**config.mk**
```make
export PLATFORM = sky130hd
export DESIGN_NAME = http_chunked_body_decoder_core_flat
export DESIGN_NICKNAME = d
export VERILOG_FILES = /design/src/hdl/hcbd_pkg.sv /design/src/hdl/hcbd_in_if.sv /design/src/hdl/hcbd_out_if.sv /design/src/hdl/http_chunked_body_decoder_core.sv /design/src/hdl/hcbd_front.sv /design/src/hdl/hcbd_queue.sv /design/src/hdl/hcbd_back.sv /design/src/flat_wrapper.sv
export SDC_FILE = /design/constraint.sdc
export NUM_CORES = 1
export LEC_CHECK = 0
export BUFFER_PORTS_ARGS = -buffer_cell sky130_fd_sc_hd__buf_4
export CAP_MARGIN = 20
export CORE_ASPECT_RATIO = 0.6
export CORE_MARGIN = 4
export CORE_UTILIZATION = 25
export CTS_BUF_LIST = sky130_fd_sc_hd__clkbuf_4
export DETAILED_ROUTE_END_ITERATION = 8
export GPL_TIMING_DRIVEN = 0
export SKIP_LAST_GASP = 1
export SLEW_MARGIN = 20
export SYNTH_ARGS = -nofsm -noshare
export SYNTH_HDL_FRONTEND = slang
export SYNTH_HIERARCHICAL = 1
export SYNTH_SLANG_ARGS = --single-unit
```
**constraint.sdc**
```tcl
create_clock -name clk -period 4.3 [get_ports clk]
set_clock_uncertainty 0.15 [all_clocks]
set_input_delay 0.43 -clock clk [delete_from_list [all_inputs] [get_ports clk]]
set_output_delay 0.43 -clock clk [all_outputs]
set_load 0.01 [all_outputs]
```
**src/hdl/hcbd_pkg.sv**
```systemverilog
// Shared types and constants for the HTTP chunked body decoder.
// No dependencies; compiled first.
package hcbd_pkg;

	// Size line limits and default counter width
	localparam int LINE_CHARS     = 15;
	localparam int LCNT_BITS      = 4;
	localparam int SIZE_BITS_DEF  = 32;

	// Depth of the queue between front and back
	localparam int QUEUE_DEPTH    = 2;

	// Character codes seen on the size line
	localparam logic [7:0] CH_CR  = 8'h0D;
	localparam logic [7:0] CH_LF  = 8'h0A;
	localparam logic [7:0] CH_SP  = 8'h20;
	localparam logic [7:0] CH_TAB = 8'h09;

	// Parse phase
	typedef enum logic [2:0] {
		PH_LINE  = 3'd0,
		PH_TERM  = 3'd1,
		PH_DATA  = 3'd2,
		PH_TRAIL = 3'd3,
		PH_DONE  = 3'd4
	} phase_t;

	// Digit scan state on the size line
	typedef enum logic [1:0] {
		DG_LEAD   = 2'd0,
		DG_DIGITS = 2'd1,
		DG_STOP   = 2'd2
	} digits_t;

	// End of message status
	typedef enum logic [1:0] {
		ST_OK    = 2'd0,
		ST_TRUNC = 2'd1,
		ST_OVF   = 2'd2
	} status_t;

	// One classified input beat, as handed from front to back
	typedef struct packed {
		logic [7:0] in_byte;
		logic       is_last;
		logic       is_eol;   // CR or LF
		logic       is_blank; // space or tab
		logic       is_hex;
		logic [3:0] hex_val;
	} item_t;

endpackage

```
**src/hdl/hcbd_in_if.sv**
```systemverilog
// Input channel of the chunked body decoder: one raw body byte per beat.
// Standalone interface; no dependencies.
interface hcbd_in_if;
	logic       valid;
	logic       ready;
	logic [7:0] in_byte;
	logic       is_last;

	modport source (output valid, in_byte, is_last, input ready);
	modport sink   (input valid, in_byte, is_last, output ready);
endinterface

```
**src/hdl/hcbd_out_if.sv**
```systemverilog
// Output channel of the chunked body decoder: payload byte and end status.
// Standalone interface; no dependencies.
interface hcbd_out_if;
	logic       valid;
	logic       ready;
	logic [7:0] data_byte;
	logic       has_data;
	logic       message_end;
	logic [1:0] end_status;

	modport source (output valid, data_byte, has_data, message_end, end_status, input ready);
	modport sink   (input valid, data_byte, has_data, message_end, end_status, output ready);
endinterface

```
**src/hdl/http_chunked_body_decoder_core.sv**
```systemverilog
// HTTP chunked body decoder, top level: front, queue and back wired together.
// Depends on hcbd_pkg, hcbd_in_if, hcbd_out_if, hcbd_front, hcbd_queue, hcbd_back.
//
// Takes one body byte per beat on body (is_last on the final byte) and returns at most one
// beat on decoded per input byte: a payload byte, the end-of-message status, or both. Size
// lines, their terminators and the chunk trailers give no beat unless they carry is_last.
// The block sustains one byte per clock while the sink accepts: the front classifies a
// byte in the cycle it is taken, a two-entry queue holds it, and the back parser updates
// its state for one byte per cycle and loads a registered result from it.
// Throughput is set by the single parser step per cycle; a stalled sink backs up the queue
// and then the input. SIZE_BITS sets the chunk size counter width; a longer size reports
// overflow.
module http_chunked_body_decoder_core #(
	parameter int SIZE_BITS = hcbd_pkg::SIZE_BITS_DEF
) (
	input  logic        clk,
	input  logic        arst_n,
	hcbd_in_if.sink     body,
	hcbd_out_if.source  decoded
);
	import hcbd_pkg::*;

	item_t push_item;
	item_t pop_item;
	logic  push;
	logic  pop;
	logic  full;
	logic  empty;

	hcbd_front u_front (
		.body (body),
		.full (full),
		.push (push),
		.item (push_item)
	);

	hcbd_queue u_queue (
		.clk     (clk),
		.arst_n  (arst_n),
		.push    (push),
		.wr_item (push_item),
		.full    (full),
		.pop     (pop),
		.rd_item (pop_item),
		.empty   (empty)
	);

	hcbd_back #(
		.SIZE_BITS (SIZE_BITS)
	) u_back (
		.clk     (clk),
		.arst_n  (arst_n),
		.item    (pop_item),
		.empty   (empty),
		.pop     (pop),
		.decoded (decoded)
	);

endmodule

```
**src/hdl/hcbd_front.sv**
```systemverilog
// Front end: accepts body bytes and classifies them for the parser.
// Depends on hcbd_pkg and hcbd_in_if.
module hcbd_front (
	hcbd_in_if.sink        body,
	input  logic           full,
	output logic           push,
	output hcbd_pkg::item_t item
);
	import hcbd_pkg::*;

	// Take a beat whenever the queue has room
	assign body.ready = !full;
	assign push       = body.valid && !full;

	// Classify the byte: line end, blank, hex digit and its value
	always_comb begin
		item.in_byte  = body.in_byte;
		item.is_last  = body.is_last;
		item.is_eol   = (body.in_byte == CH_CR) || (body.in_byte == CH_LF);
		item.is_blank = (body.in_byte == CH_SP) || (body.in_byte == CH_TAB);
		item.is_hex   = 1'b0;
		item.hex_val  = 4'd0;
		if (body.in_byte >= 8'h30 && body.in_byte <= 8'h39) begin
			item.is_hex  = 1'b1;
			item.hex_val = body.in_byte[3:0];
		end else if ((body.in_byte >= 8'h61 && body.in_byte <= 8'h66) ||
		             (body.in_byte >= 8'h41 && body.in_byte <= 8'h46)) begin
			// 'a'..'f' and 'A'..'F' share low bits 1..6
			item.is_hex  = 1'b1;
			item.hex_val = body.in_byte[3:0] + 4'd9;
		end
	end

endmodule

```
**src/hdl/hcbd_queue.sv**
```systemverilog
// Short queue of classified beats between front and back.
// Depends on hcbd_pkg.
module hcbd_queue (
	input  logic            clk,
	input  logic            arst_n,
	input  logic            push,
	input  hcbd_pkg::item_t wr_item,
	output logic            full,
	input  logic            pop,
	output hcbd_pkg::item_t rd_item,
	output logic            empty
);
	import hcbd_pkg::*;

	localparam int PTR_BITS = (QUEUE_DEPTH > 1) ? $clog2(QUEUE_DEPTH) : 1;
	localparam int CNT_BITS = $clog2(QUEUE_DEPTH + 1);

	item_t               slot_q [QUEUE_DEPTH];
	logic [PTR_BITS-1:0] wr_ptr_q;
	logic [PTR_BITS-1:0] rd_ptr_q;
	logic [CNT_BITS-1:0] count_q;

	assign full    = (count_q == CNT_BITS'(QUEUE_DEPTH));
	assign empty   = (count_q == '0);
	assign rd_item = slot_q[rd_ptr_q];

	// Payload slots
	always_ff @(posedge clk) begin
		if (push) begin
			slot_q[wr_ptr_q] <= wr_item;
		end
	end

	// Pointers and fill count
	always_ff @(posedge clk or negedge arst_n) begin
		if (!arst_n) begin
			wr_ptr_q <= '0;
			rd_ptr_q <= '0;
			count_q  <= '0;
		end else begin
			if (push) begin
				wr_ptr_q <= (wr_ptr_q == PTR_BITS'(QUEUE_DEPTH - 1)) ? '0 : wr_ptr_q + 1'b1;
			end
			if (pop) begin
				rd_ptr_q <= (rd_ptr_q == PTR_BITS'(QUEUE_DEPTH - 1)) ? '0 : rd_ptr_q + 1'b1;
			end
			if (push && !pop) begin
				count_q <= count_q + 1'b1;
			end else if (pop && !push) begin
				count_q <= count_q - 1'b1;
			end
		end
	end

endmodule

```
**src/hdl/hcbd_back.sv**
```systemverilog
// Back end: chunk parser state machine and registered result beat.
// Depends on hcbd_pkg and hcbd_out_if.
module hcbd_back #(
	parameter int SIZE_BITS = hcbd_pkg::SIZE_BITS_DEF
) (
	input  logic            clk,
	input  logic            arst_n,
	input  hcbd_pkg::item_t item,
	input  logic            empty,
	output logic            pop,
	hcbd_out_if.source      decoded
);
	import hcbd_pkg::*;

	phase_t                phase_q, phase_n;
	logic [LCNT_BITS-1:0]  lcnt_q, lcnt_n;
	logic [SIZE_BITS-1:0]  acc_q, acc_n;
	digits_t               dig_q, dig_n;
	logic                  skip_q, skip_n;
	logic [SIZE_BITS-1:0]  rem_q, rem_n;
	logic                  ovf_q, ovf_n;

	logic                  data_n;
	status_t               status_n;
	logic                  emit;

	logic                  out_valid_q;
	logic [7:0]            data_byte_q;
	logic                  has_data_q;
	logic                  message_end_q;
	status_t               end_status_q;

	// Take a queued beat when the result register is free or draining
	assign pop = !empty && (!out_valid_q || decoded.ready);

	// Next parser state
	always_comb begin
		logic [LCNT_BITS-1:0] cnt_inc;
		logic [SIZE_BITS-1:0] rem_dec;
		phase_n = phase_q;
		lcnt_n  = lcnt_q;
		acc_n   = acc_q;
		dig_n   = dig_q;
		skip_n  = skip_q;
		rem_n   = rem_q;
		ovf_n   = ovf_q;
		cnt_inc = lcnt_q + 1'b1;
		rem_dec = rem_q - 1'b1;
		unique case (phase_q)
			PH_LINE: begin
				if (item.is_eol) begin
					phase_n = PH_TERM;
					skip_n  = 1'b1;
				end else begin
					// Digit scan: skip leading blanks, stop at first non-hex
					if ((dig_q == DG_LEAD) && item.is_blank) begin
						dig_n = dig_q;
					end else if (dig_q == DG_STOP) begin
						dig_n = dig_q;
					end else if (!item.is_hex) begin
						dig_n = DG_STOP;
					end else begin
						dig_n = DG_DIGITS;
						if (!ovf_q) begin
							if (acc_q[SIZE_BITS-1 -: 4] != 4'd0) begin
								ovf_n = 1'b1;
							end else begin
								acc_n = {acc_q[SIZE_BITS-5:0], item.hex_val};
							end
						end
					end
					lcnt_n = cnt_inc;
					if (cnt_inc >= LCNT_BITS'(LINE_CHARS) || cnt_inc == '0) begin
						phase_n = PH_TERM;
						skip_n  = 1'b0;
					end
				end
			end
			PH_TERM: begin
				if (!skip_q) begin
					skip_n = 1'b1;
				end else if (ovf_q || acc_q == '0) begin
					phase_n = PH_DONE;
				end else begin
					rem_n   = acc_q;
					phase_n = PH_DATA;
				end
			end
			PH_DATA: begin
				rem_n = rem_dec;
				if (rem_dec == '0) begin
					phase_n = PH_TRAIL;
					skip_n  = 1'b0;
				end
			end
			PH_TRAIL: begin
				if (!skip_q) begin
					skip_n = 1'b1;
				end else begin
					phase_n = PH_LINE;
					skip_n  = 1'b0;
					lcnt_n  = '0;
					acc_n   = '0;
					dig_n   = DG_LEAD;
					ovf_n   = 1'b0;
				end
			end
			default: begin
				phase_n = phase_q;
			end
		endcase
		// The last beat of a message returns the parser state to reset
		if (item.is_last) begin
			phase_n = PH_LINE;
			lcnt_n  = '0;
			acc_n   = '0;
			dig_n   = DG_LEAD;
			skip_n  = 1'b0;
			rem_n   = '0;
			ovf_n   = 1'b0;
		end
	end

	// Result of this beat: payload flag and status if the message ends here
	always_comb begin
		data_n   = 1'b0;
		status_n = ovf_q ? ST_OVF : ST_OK;
		unique case (phase_q)
			PH_LINE: begin
				status_n = (!item.is_eol && dig_q != DG_STOP && !item.is_blank &&
				            item.is_hex && (ovf_q || acc_q[SIZE_BITS-1 -: 4] != 4'd0)) ||
				           ovf_q ? ST_OVF : ST_OK;
			end
			PH_TERM: begin
				if (skip_q && !ovf_q && acc_q != '0) begin
					status_n = ST_TRUNC;
				end
			end
			PH_DATA: begin
				data_n   = 1'b1;
				status_n = ((rem_q - 1'b1) == '0) ? ST_OK : ST_TRUNC;
			end
			PH_TRAIL: begin
				status_n = ST_OK;
			end
			default: begin
				status_n = ovf_q ? ST_OVF : ST_OK;
			end
		endcase
		emit = data_n || item.is_last;
	end

	// Parser state registers
	always_ff @(posedge clk or negedge arst_n) begin
		if (!arst_n) begin
			phase_q <= PH_LINE;
			lcnt_q  <= '0;
			acc_q   <= '0;
			dig_q   <= DG_LEAD;
			skip_q  <= 1'b0;
			rem_q   <= '0;
			ovf_q   <= 1'b0;
		end else if (pop) begin
			phase_q <= phase_n;
			lcnt_q  <= lcnt_n;
			acc_q   <= acc_n;
			dig_q   <= dig_n;
			skip_q  <= skip_n;
			rem_q   <= rem_n;
			ovf_q   <= ovf_n;
		end
	end

	// Result register valid
	always_ff @(posedge clk or negedge arst_n) begin
		if (!arst_n) begin
			out_valid_q <= 1'b0;
		end else if (pop && emit) begin
			out_valid_q <= 1'b1;
		end else if (decoded.ready) begin
			out_valid_q <= 1'b0;
		end
	end

	// Result register payload
	always_ff @(posedge clk) begin
		if (pop && emit) begin
			data_byte_q   <= data_n ? item.in_byte : 8'd0;
			has_data_q    <= data_n;
			message_end_q <= item.is_last;
			end_status_q  <= item.is_last ? status_n : ST_OK;
		end
	end

	assign decoded.valid       = out_valid_q;
	assign decoded.data_byte   = data_byte_q;
	assign decoded.has_data    = has_data_q;
	assign decoded.message_end = message_end_q;
	assign decoded.end_status  = end_status_q;

endmodule

```
**src/flat_wrapper.sv**
```systemverilog
// flat-port wrapper written by rule: the top's interface ports become plain ports
module http_chunked_body_decoder_core_flat import hcbd_pkg::*;
#(
	parameter int SIZE_BITS = hcbd_pkg::SIZE_BITS_DEF
)
  (clk, arst_n, body_valid, body_in_byte, body_is_last, body_ready, decoded_valid, decoded_data_byte, decoded_has_data, decoded_message_end, decoded_end_status, decoded_ready);
  hcbd_in_if body_i ();
  hcbd_out_if decoded_i ();
  input  logic clk;
  input  logic arst_n;
  input wire logic [$bits(body_i.valid)-1:0] body_valid;
  input wire logic [$bits(body_i.in_byte)-1:0] body_in_byte;
  input wire logic [$bits(body_i.is_last)-1:0] body_is_last;
  output wire logic [$bits(body_i.ready)-1:0] body_ready;
  output wire logic [$bits(decoded_i.valid)-1:0] decoded_valid;
  output wire logic [$bits(decoded_i.data_byte)-1:0] decoded_data_byte;
  output wire logic [$bits(decoded_i.has_data)-1:0] decoded_has_data;
  output wire logic [$bits(decoded_i.message_end)-1:0] decoded_message_end;
  output wire logic [$bits(decoded_i.end_status)-1:0] decoded_end_status;
  input wire logic [$bits(decoded_i.ready)-1:0] decoded_ready;
  assign body_i.valid = body_valid;
  assign body_i.in_byte = body_in_byte;
  assign body_i.is_last = body_is_last;
  assign body_ready = body_i.ready;
  assign decoded_valid = decoded_i.valid;
  assign decoded_data_byte = decoded_i.data_byte;
  assign decoded_has_data = decoded_i.has_data;
  assign decoded_message_end = decoded_i.message_end;
  assign decoded_end_status = decoded_i.end_status;
  assign decoded_i.ready = decoded_ready;
  http_chunked_body_decoder_core #(.SIZE_BITS(SIZE_BITS)) u_core (.clk(clk), .arst_n(arst_n), .body(body_i), .decoded(decoded_i));
endmodule
```
==> results of run 1 <==
-- logic make-up after synthesis --
logic type	count (synthesis)	share of synthesized area, %
compound gates	203	17.62
simple gates	283	21.60
mux	18	3.433
xor+xnor	11	1.406
flops	124	48.50
buf+inv	72	5.789
fa+ha+maj	9	1.644
-- flip-flops by register name, summed over array words and instances, names as in the netlist, 2 cells and up --
name,cells
u_core/u_back/lcnt_q,4
u_core/u_back/decoded.end_status,2
u_core/u_back/rem_q,32
u_core/u_queue/slot_q,32
u_core/u_back/phase_q,3
u_core/u_back/acc_q,32
u_core/u_queue/count_q,2
u_core/u_back/dig_q,2
u_core/u_back/decoded.data_byte,8
-- cell usage in the layout, fill, tap and decap left out, drive strengths merged, types with 3 or more instances in the layout --
master	count
ha	9
inv	20
a22oi	3
o21ai	94
nor3	29
mux2	17
a31o	3
nand3b	3
clkbuf	51
clkinvlp	3
nor3b	4
clkinv	4
dlygate4sd3	5
xnor2	5
nor4	24
buf	49
and2	3
nor4b	7
or4	7
a31oi	3
and3	17
nand2b	10
nand4	8
o22ai	5
or2	3
nand3	8
nand2	94
xor2	6
nor2b	8
or3	8
nor2	45
o21a	3
a21oi	54
a21o	6
edfxtp	44
o31ai	5
dfrtp	80
-- critical path: cells and delay by family, from the launching register on --
kind                   cells  cell delay (ns)
AND/OR/NAND/NOR            5             2.30
AO/OA/AOI/OAI              2             0.39
flip-flops                 1             0.38
buffers and inverters      1             0.25
XOR/XNOR                   1             0.21
-- area by class of cell --
class | instances | area, µm²
Antenna cell | 1 | 2.502
Buffer | 57 | 340.3
Clock buffer | 18 | 135.1
Clock inverter | 14 | 160.2
Fill cell | 2850 | 18860
Inverter | 15 | 56.30
Multi-Input combinational cell | 524 | 3137
Sequential cell | 124 | 3323
Tap cell | 360 | 450.4
Timing Repair Buffer | 30 | 245.2
-- timing repair --
action	in CTS	in global routing
setup buffers	0	0
gates resized for setup	0	0
setup endpoints to repair	0	0
endpoints found under the hold margin	88	0
hold buffers	5	0
-- metal layers --
layer,track usage (%),share of wire (%),vias to the layer above
met2,16.21,36,275
li1,-,-,2742
met1,22.55,53,2897
met3,4.186,11,12
met5,0,0,-
met4,2.272,0.61,0
-- through the flow --
stage	std cells	util (%)	hold slack, ns	worst slack, ns
floorplan	720	-	-0.01559	1.075
global placement	1104	28.02	0.3194	0.6467
detailed placement	1105	28.08	0.3387	0.6138
CTS	1142	29.37	0.005230	0.5650
global route	1143	29.39	0.003390	0.4464
finish	1143	29.39	0.05388	0.4980
-- worst min-delay path by stage --
| stage | startpoint | end | slack [ns] |
|---|---|---|---|
| after floorplan | arst_n | u_core/u_back/acc_q[0] | -0.02 |
| after global placement | u_core/u_queue/wr_ptr_q | u_core/u_queue/wr_ptr_q | 0.32 |
| after detailed placement | u_core/u_queue/count_q[1] | u_core/u_queue/count_q[1] | 0.34 |
| after CTS | body_in_byte[4] | u_core/u_queue/slot_q[1][12] | 0.005 |
| after global routing | body_in_byte[4] | u_core/u_queue/slot_q[0][12] | 0.003 |
| final | body_in_byte[4] | u_core/u_queue/slot_q[0][12] | 0.05 |
==> impl_metrics.yaml, run 1 <==
status:
  status: "completed"
critical_path:
  crit_path_start_kind: "flip-flop"
  cp_max_fo: 10
  arrival_ns: 4.08
  critPathMaxStageDelay_ns: 0.72
  cp.required_ns: 4.58
  crit_path_top_delay_cell: "or4_2"
  endpoint: "u_core/u_back/skip_q"
  reg2regPathDepth: 9
  worstSetupPathType: "reg2reg"
  worstSetupStartpoint: "u_core/u_back/rem_q[14]"
  ff2ff_setup_slack_ns: 0.50
  crit_path_cell_trace: "clkbuf_1 > or4_1 > or4_2 > nor3_2 > xnor2_1 > nand4_1 > or3_4 > a32o_1 > a21o_1"
  r2r-start: "u_core/u_back/rem_q[14]"
  timing.rr.end: "u_core/u_back/skip_q"
  critical_path.endpoint_type: "flip-flop"
logic_synthesis:
  syn_area_per_cell_um2: 9.516
  syn_inst: 720
  ys.flop_type: "dfrtp_1"
  syn-num-nets: 742
  synth_top_area_cell: "dfrtp_1"
  synth_edf_count: 44
  ys_ff_latch: 124
  ys_types: 74
  yosysSeqAreaShare_pct: 48.50
  synth_top_area_share_pct: 29.22
  async_flop_share_pct: 64.52
  ys_top_cells_by_count: "nand2_1 (94), o21ai_0 (94), dfrtp_1 (80), a21oi_1 (53), nor2_1 (45)"
  yosysWarnings: 6
  netlist_area_um2: 6852
  synthTopCellsByArea: "dfrtp_1 (29%), edfxtp_1 (19%), o21ai_0 (6.9%)"
grt:
  grt_max_degree: 81
  grt_usage_pct: 13.46
  grt_pass1_wl_um: 31730
  grt_pass1_vias: 5385
  grt.overflow.total: 0
  antenna_found_initial: 2
layout:
  area_growth_pct: 14.57
  stdcell_area_um2: 7850
  finalNetCount: 791
  drive_gt1_share_pct: 15.22
die:
  core_um2: 26710
  initial_utilization_pct: 25.66
  io_pins: 27
  die_area_um2: 30210
  die_height_um: 136.2
  num_rows: 46
  die_x_um: 221.7
clocking:
  cts.sinks: 124
  clk_path_buf_depth: 2
  worstSkewPairLatency_ns: 0.54
  cts_inserted_buffers: 17
  htreeDepth: 4
  cts_root_buf: "clkbuf_4"
  clk_pin_slew_ns: 0.13
  cts_tree: "built"
drt:
  drtAntennaViolNets: 0
  via_per_inst: 5.185
  wl_per_cell_um: 17.72
  vias: 5926
  drcViolationCount: 0
  drt_iter0_drc: 795
  first_pass_iters: 6
  wirelength_um: 20260
timing:
  setup_violations: 0
  min_period_ns: 3.802
  clock.fmax_mhz: 263.0
  finalCritPeriodShare_pct: 88.42
  rsz0062_at_grt: "no"
  maxSlewViolCount: 0
  max_slew_margin_pct: 36.66
  worst_pin_slew_ns: 0.9429
  finalHoldViolations: 0
  fin_setup_tns_ns: 0
placed_design:
  portBuffers: 24
  placed_area_um2: 7498
  gp_congestion: 0.9596
  dp_hpwl_um: 14850
worst_hold_path:
  hp-class: "in2reg"
  min_path_cells: 2
flow_run:
  drv_cap: 0
Power of run 1 is not shown: default switching activity piles up to over one toggle a cycle in this logic, so the estimate is an artifact.
==> inputs of run 2 (changes only) <==
--- a/config.mk
+++ b/config.mk
@@ -6,4 +6,5 @@
 export NUM_CORES = 1
 export LEC_CHECK = 0
+export ABC_AREA = 1
 export BUFFER_PORTS_ARGS = -buffer_cell sky130_fd_sc_hd__buf_4
 export CAP_MARGIN = 20
==> constraint.sdc (replaced) <==
create_clock -name clk -period 4.3 [get_ports clk]
set_clock_uncertainty 0.15 [all_clocks]
set_input_delay 0.215 -clock clk [delete_from_list [all_inputs] [get_ports clk]]
set_output_delay 0.215 -clock clk [all_outputs]
set_load 0.01 [all_outputs]
==> impl_metrics.yaml, run 2 <==
clocking:
  cts_resized: 0
  cts_root_buf: "clkbuf_4"
  cts_inserted_buffers: 17
  clk_pin_slew_ns: 0.14
  cts.sinks: 124
  cts_tree: "built"
  clk_path_buf_depth: 2
  worstSkewPairLatency_ns: 0.56
  htreeDepth: 4
placed_design:
  portBuffers: 25
  dp_hpwl_um: 14930
  gp_congestion: 0.9410
logic_synthesis:
  syn-num-nets: 867
  synth_top_area_share_pct: 28.50
  syn_inst: 845
  netlist_area_um2: 7025
  yosysWarnings: 6
  ys_top_cells_by_count: "nand2_1 (165), nor2_1 (96), inv_1 (91), dfrtp_1 (80), nand3_1 (70)"
  synth_top_area_cell: "dfrtp_1"
  ys_ff_latch: 124
  yosysSeqAreaShare_pct: 47.30
  ys.flop_type: "dfrtp_1"
  synth_edf_count: 44
  ys_types: 43
  syn_area_per_cell_um2: 8.314
  async_flop_share_pct: 64.52
  synthTopCellsByArea: "dfrtp_1 (28%), edfxtp_1 (19%), nand2_1 (8.8%)"
  synth_most_common_cell: "nand2_1"
critical_path:
  reg2regPathDepth: 16
  crit_path_top_delay_cell: "dfrtp_1"
  cpMostUsedCell: "nor2_1"
  crit_path_start_kind: "flip-flop"
  critPathMaxStageDelay_ns: 0.40
  ff2ff_setup_slack_ns: 1.43
  critical_path.endpoint_type: "flip-flop"
  worstSetupPathType: "reg2reg"
  cp_max_fo: 10
  cp.required_ns: 4.64
  r2r-start: "u_core/u_queue/rd_ptr_q"
  arrival_ns: 3.21
  crit_path_cell_trace: "buf_6 > buf_12 > mux2_4 > buf_2 > nor2_1 > nand3_2 > nor2_1 > nor2_1 > nand2_2 > nor2_2 > inv_2 > a21oi_2 > inv_2 > buf_2 > o21ai_0 > nand2_1"
  timing.rr.end: "u_core/u_back/acc_q[26]"
die:
  num_rows: 47
  die_x_um: 224.4
  initial_utilization_pct: 25.42
  core_um2: 27640
  die_height_um: 137.9
  die_area_um2: 30940
  io_pins: 27
drt:
  first_pass_iters: 6
  via_per_inst: 4.711
  vias: 6044
  drtAntennaViolNets: 0
  drt_iter0_drc: 1029
  drcViolationCount: 0
  wl_per_cell_um: 15.53
  wirelength_um: 19920
timing:
  maxSlewViolCount: 0
  fin_setup_tns_ns: 0
  min_period_ns: 2.866
  finalHoldViolations: 0
  worst_pin_slew_ns: 0.7624
  clock.fmax_mhz: 348.9
  rsz0062_at_grt: "no"
  setup_violations: 0
  max_slew_margin_pct: 49.17
  finalCritPeriodShare_pct: 66.66
grt:
  grt_pass1_wl_um: 31370
  grt_usage_pct: 13.18
  grt.overflow.total: 0
  grt_max_degree: 81
  antenna_found_initial: 2
  grt_pass1_vias: 5419
layout:
  area_growth_pct: 15.78
  fillers: 2928
  postLayoutCoreUtil_pct: 29.43
  finalNetCount: 924
  final_cell_mix: "nand2_1 (165), nor2_1 (94), inv_1 (91)"
  top_regs: "u_core/u_back/acc_q (32), u_core/u_back/rem_q (32), u_core/u_queue/slot_q (32)"
  mostFrequentLayoutCell: "nand2_1"
  drive_gt1_share_pct: 16.94
flow_run:
  drv_cap: 0
status:
  status: "completed"
worst_hold_path:
  hp-class: "in2async"
## run 2: final cells by class
| class | count | area, µm² | area share (%) |
|---|---|---|---|
| sequential | 124 | 3323 | 40.86 |
| multi-input combinational | 584 | 3088 | 37.96 |
| tap | 367 | 459.2 | 5.645 |
| inverter | 100 | 375.4 | 4.615 |
| timing repair buffer | 38 | 326.6 | 4.015 |
| buffer | 37 | 244.0 | 3.000 |
| clock inverter | 15 | 187.7 | 2.307 |
| clock buffer | 17 | 127.6 | 1.569 |
| antenna | 1 | 2.502 | 0.03076 |
## run 2: worst max-delay path, delay by kind of cell (launching register included)
| kind | cells | cell delay, ns |
|---|---|---|
| compound gates | 2 | 0.15 |
| buf+inv | 6 | 1.00 |
| flops | 1 | 0.40 |
| mux | 1 | 0.30 |
| simple gates | 7 | 0.80 |
## run 2: repair_timing
action,4_1_cts,5_1_grt
setup buffers,0,0
hold buffers,12,0
hold endpoints to repair,118,0
## run 2: how the worst max path moves through the flow
stage | start | endpoint | cells after the start
final | u_core/u_queue/rd_ptr_q | u_core/u_back/acc_q[26] | 16
after global routing | u_core/u_back/phase_q[2] | u_core/u_back/decoded.has_data | 8
after CTS | u_core/u_back/phase_q[2] | u_core/u_back/decoded.has_data | 8
after detailed placement | u_core/u_back/phase_q[2] | u_core/u_back/decoded.has_data | 8
after global placement | u_core/u_back/phase_q[2] | u_core/u_back/decoded.data_byte[5] | 8
after floorplan | u_core/u_queue/rd_ptr_q | u_core/u_back/acc_q[11] | 17
## run 2: cells by family after synthesis
group | count (synthesis) | synth area share (%)
compound gates | 147 | 11.45
xor+xnor | 9 | 1.122
fa+ha+maj | 9 | 1.603
buf+inv | 137 | 8.816
flops | 124 | 47.30
mux | 16 | 3.045
simple gates | 403 | 26.66
## run 2: per-stage QoR
step | cell area, µm² | setup WS, ns | hold WS (ns) | instances
finish | 8134 | 1.434 | 0.1073 | 1283
global route | 8134 | 1.248 | 0.1445 | 1283
CTS | 8128 | 1.426 | 0.1917 | 1282
detailed placement | 7692 | 1.475 | 0.2547 | 1238
global placement | 7672 | 1.047 | 0.2521 | 1237
floorplan | 7025 | 1.860 | -0.2306 | 845
## run 2: metal layers
layer	part of all wire (%)	track usage, %
met1	54	21.71
met2	35	15.38
met5	0.085	0
met4	0.95	3.196
met3	10	4.696
Power of run 2 is left out for the same reason.
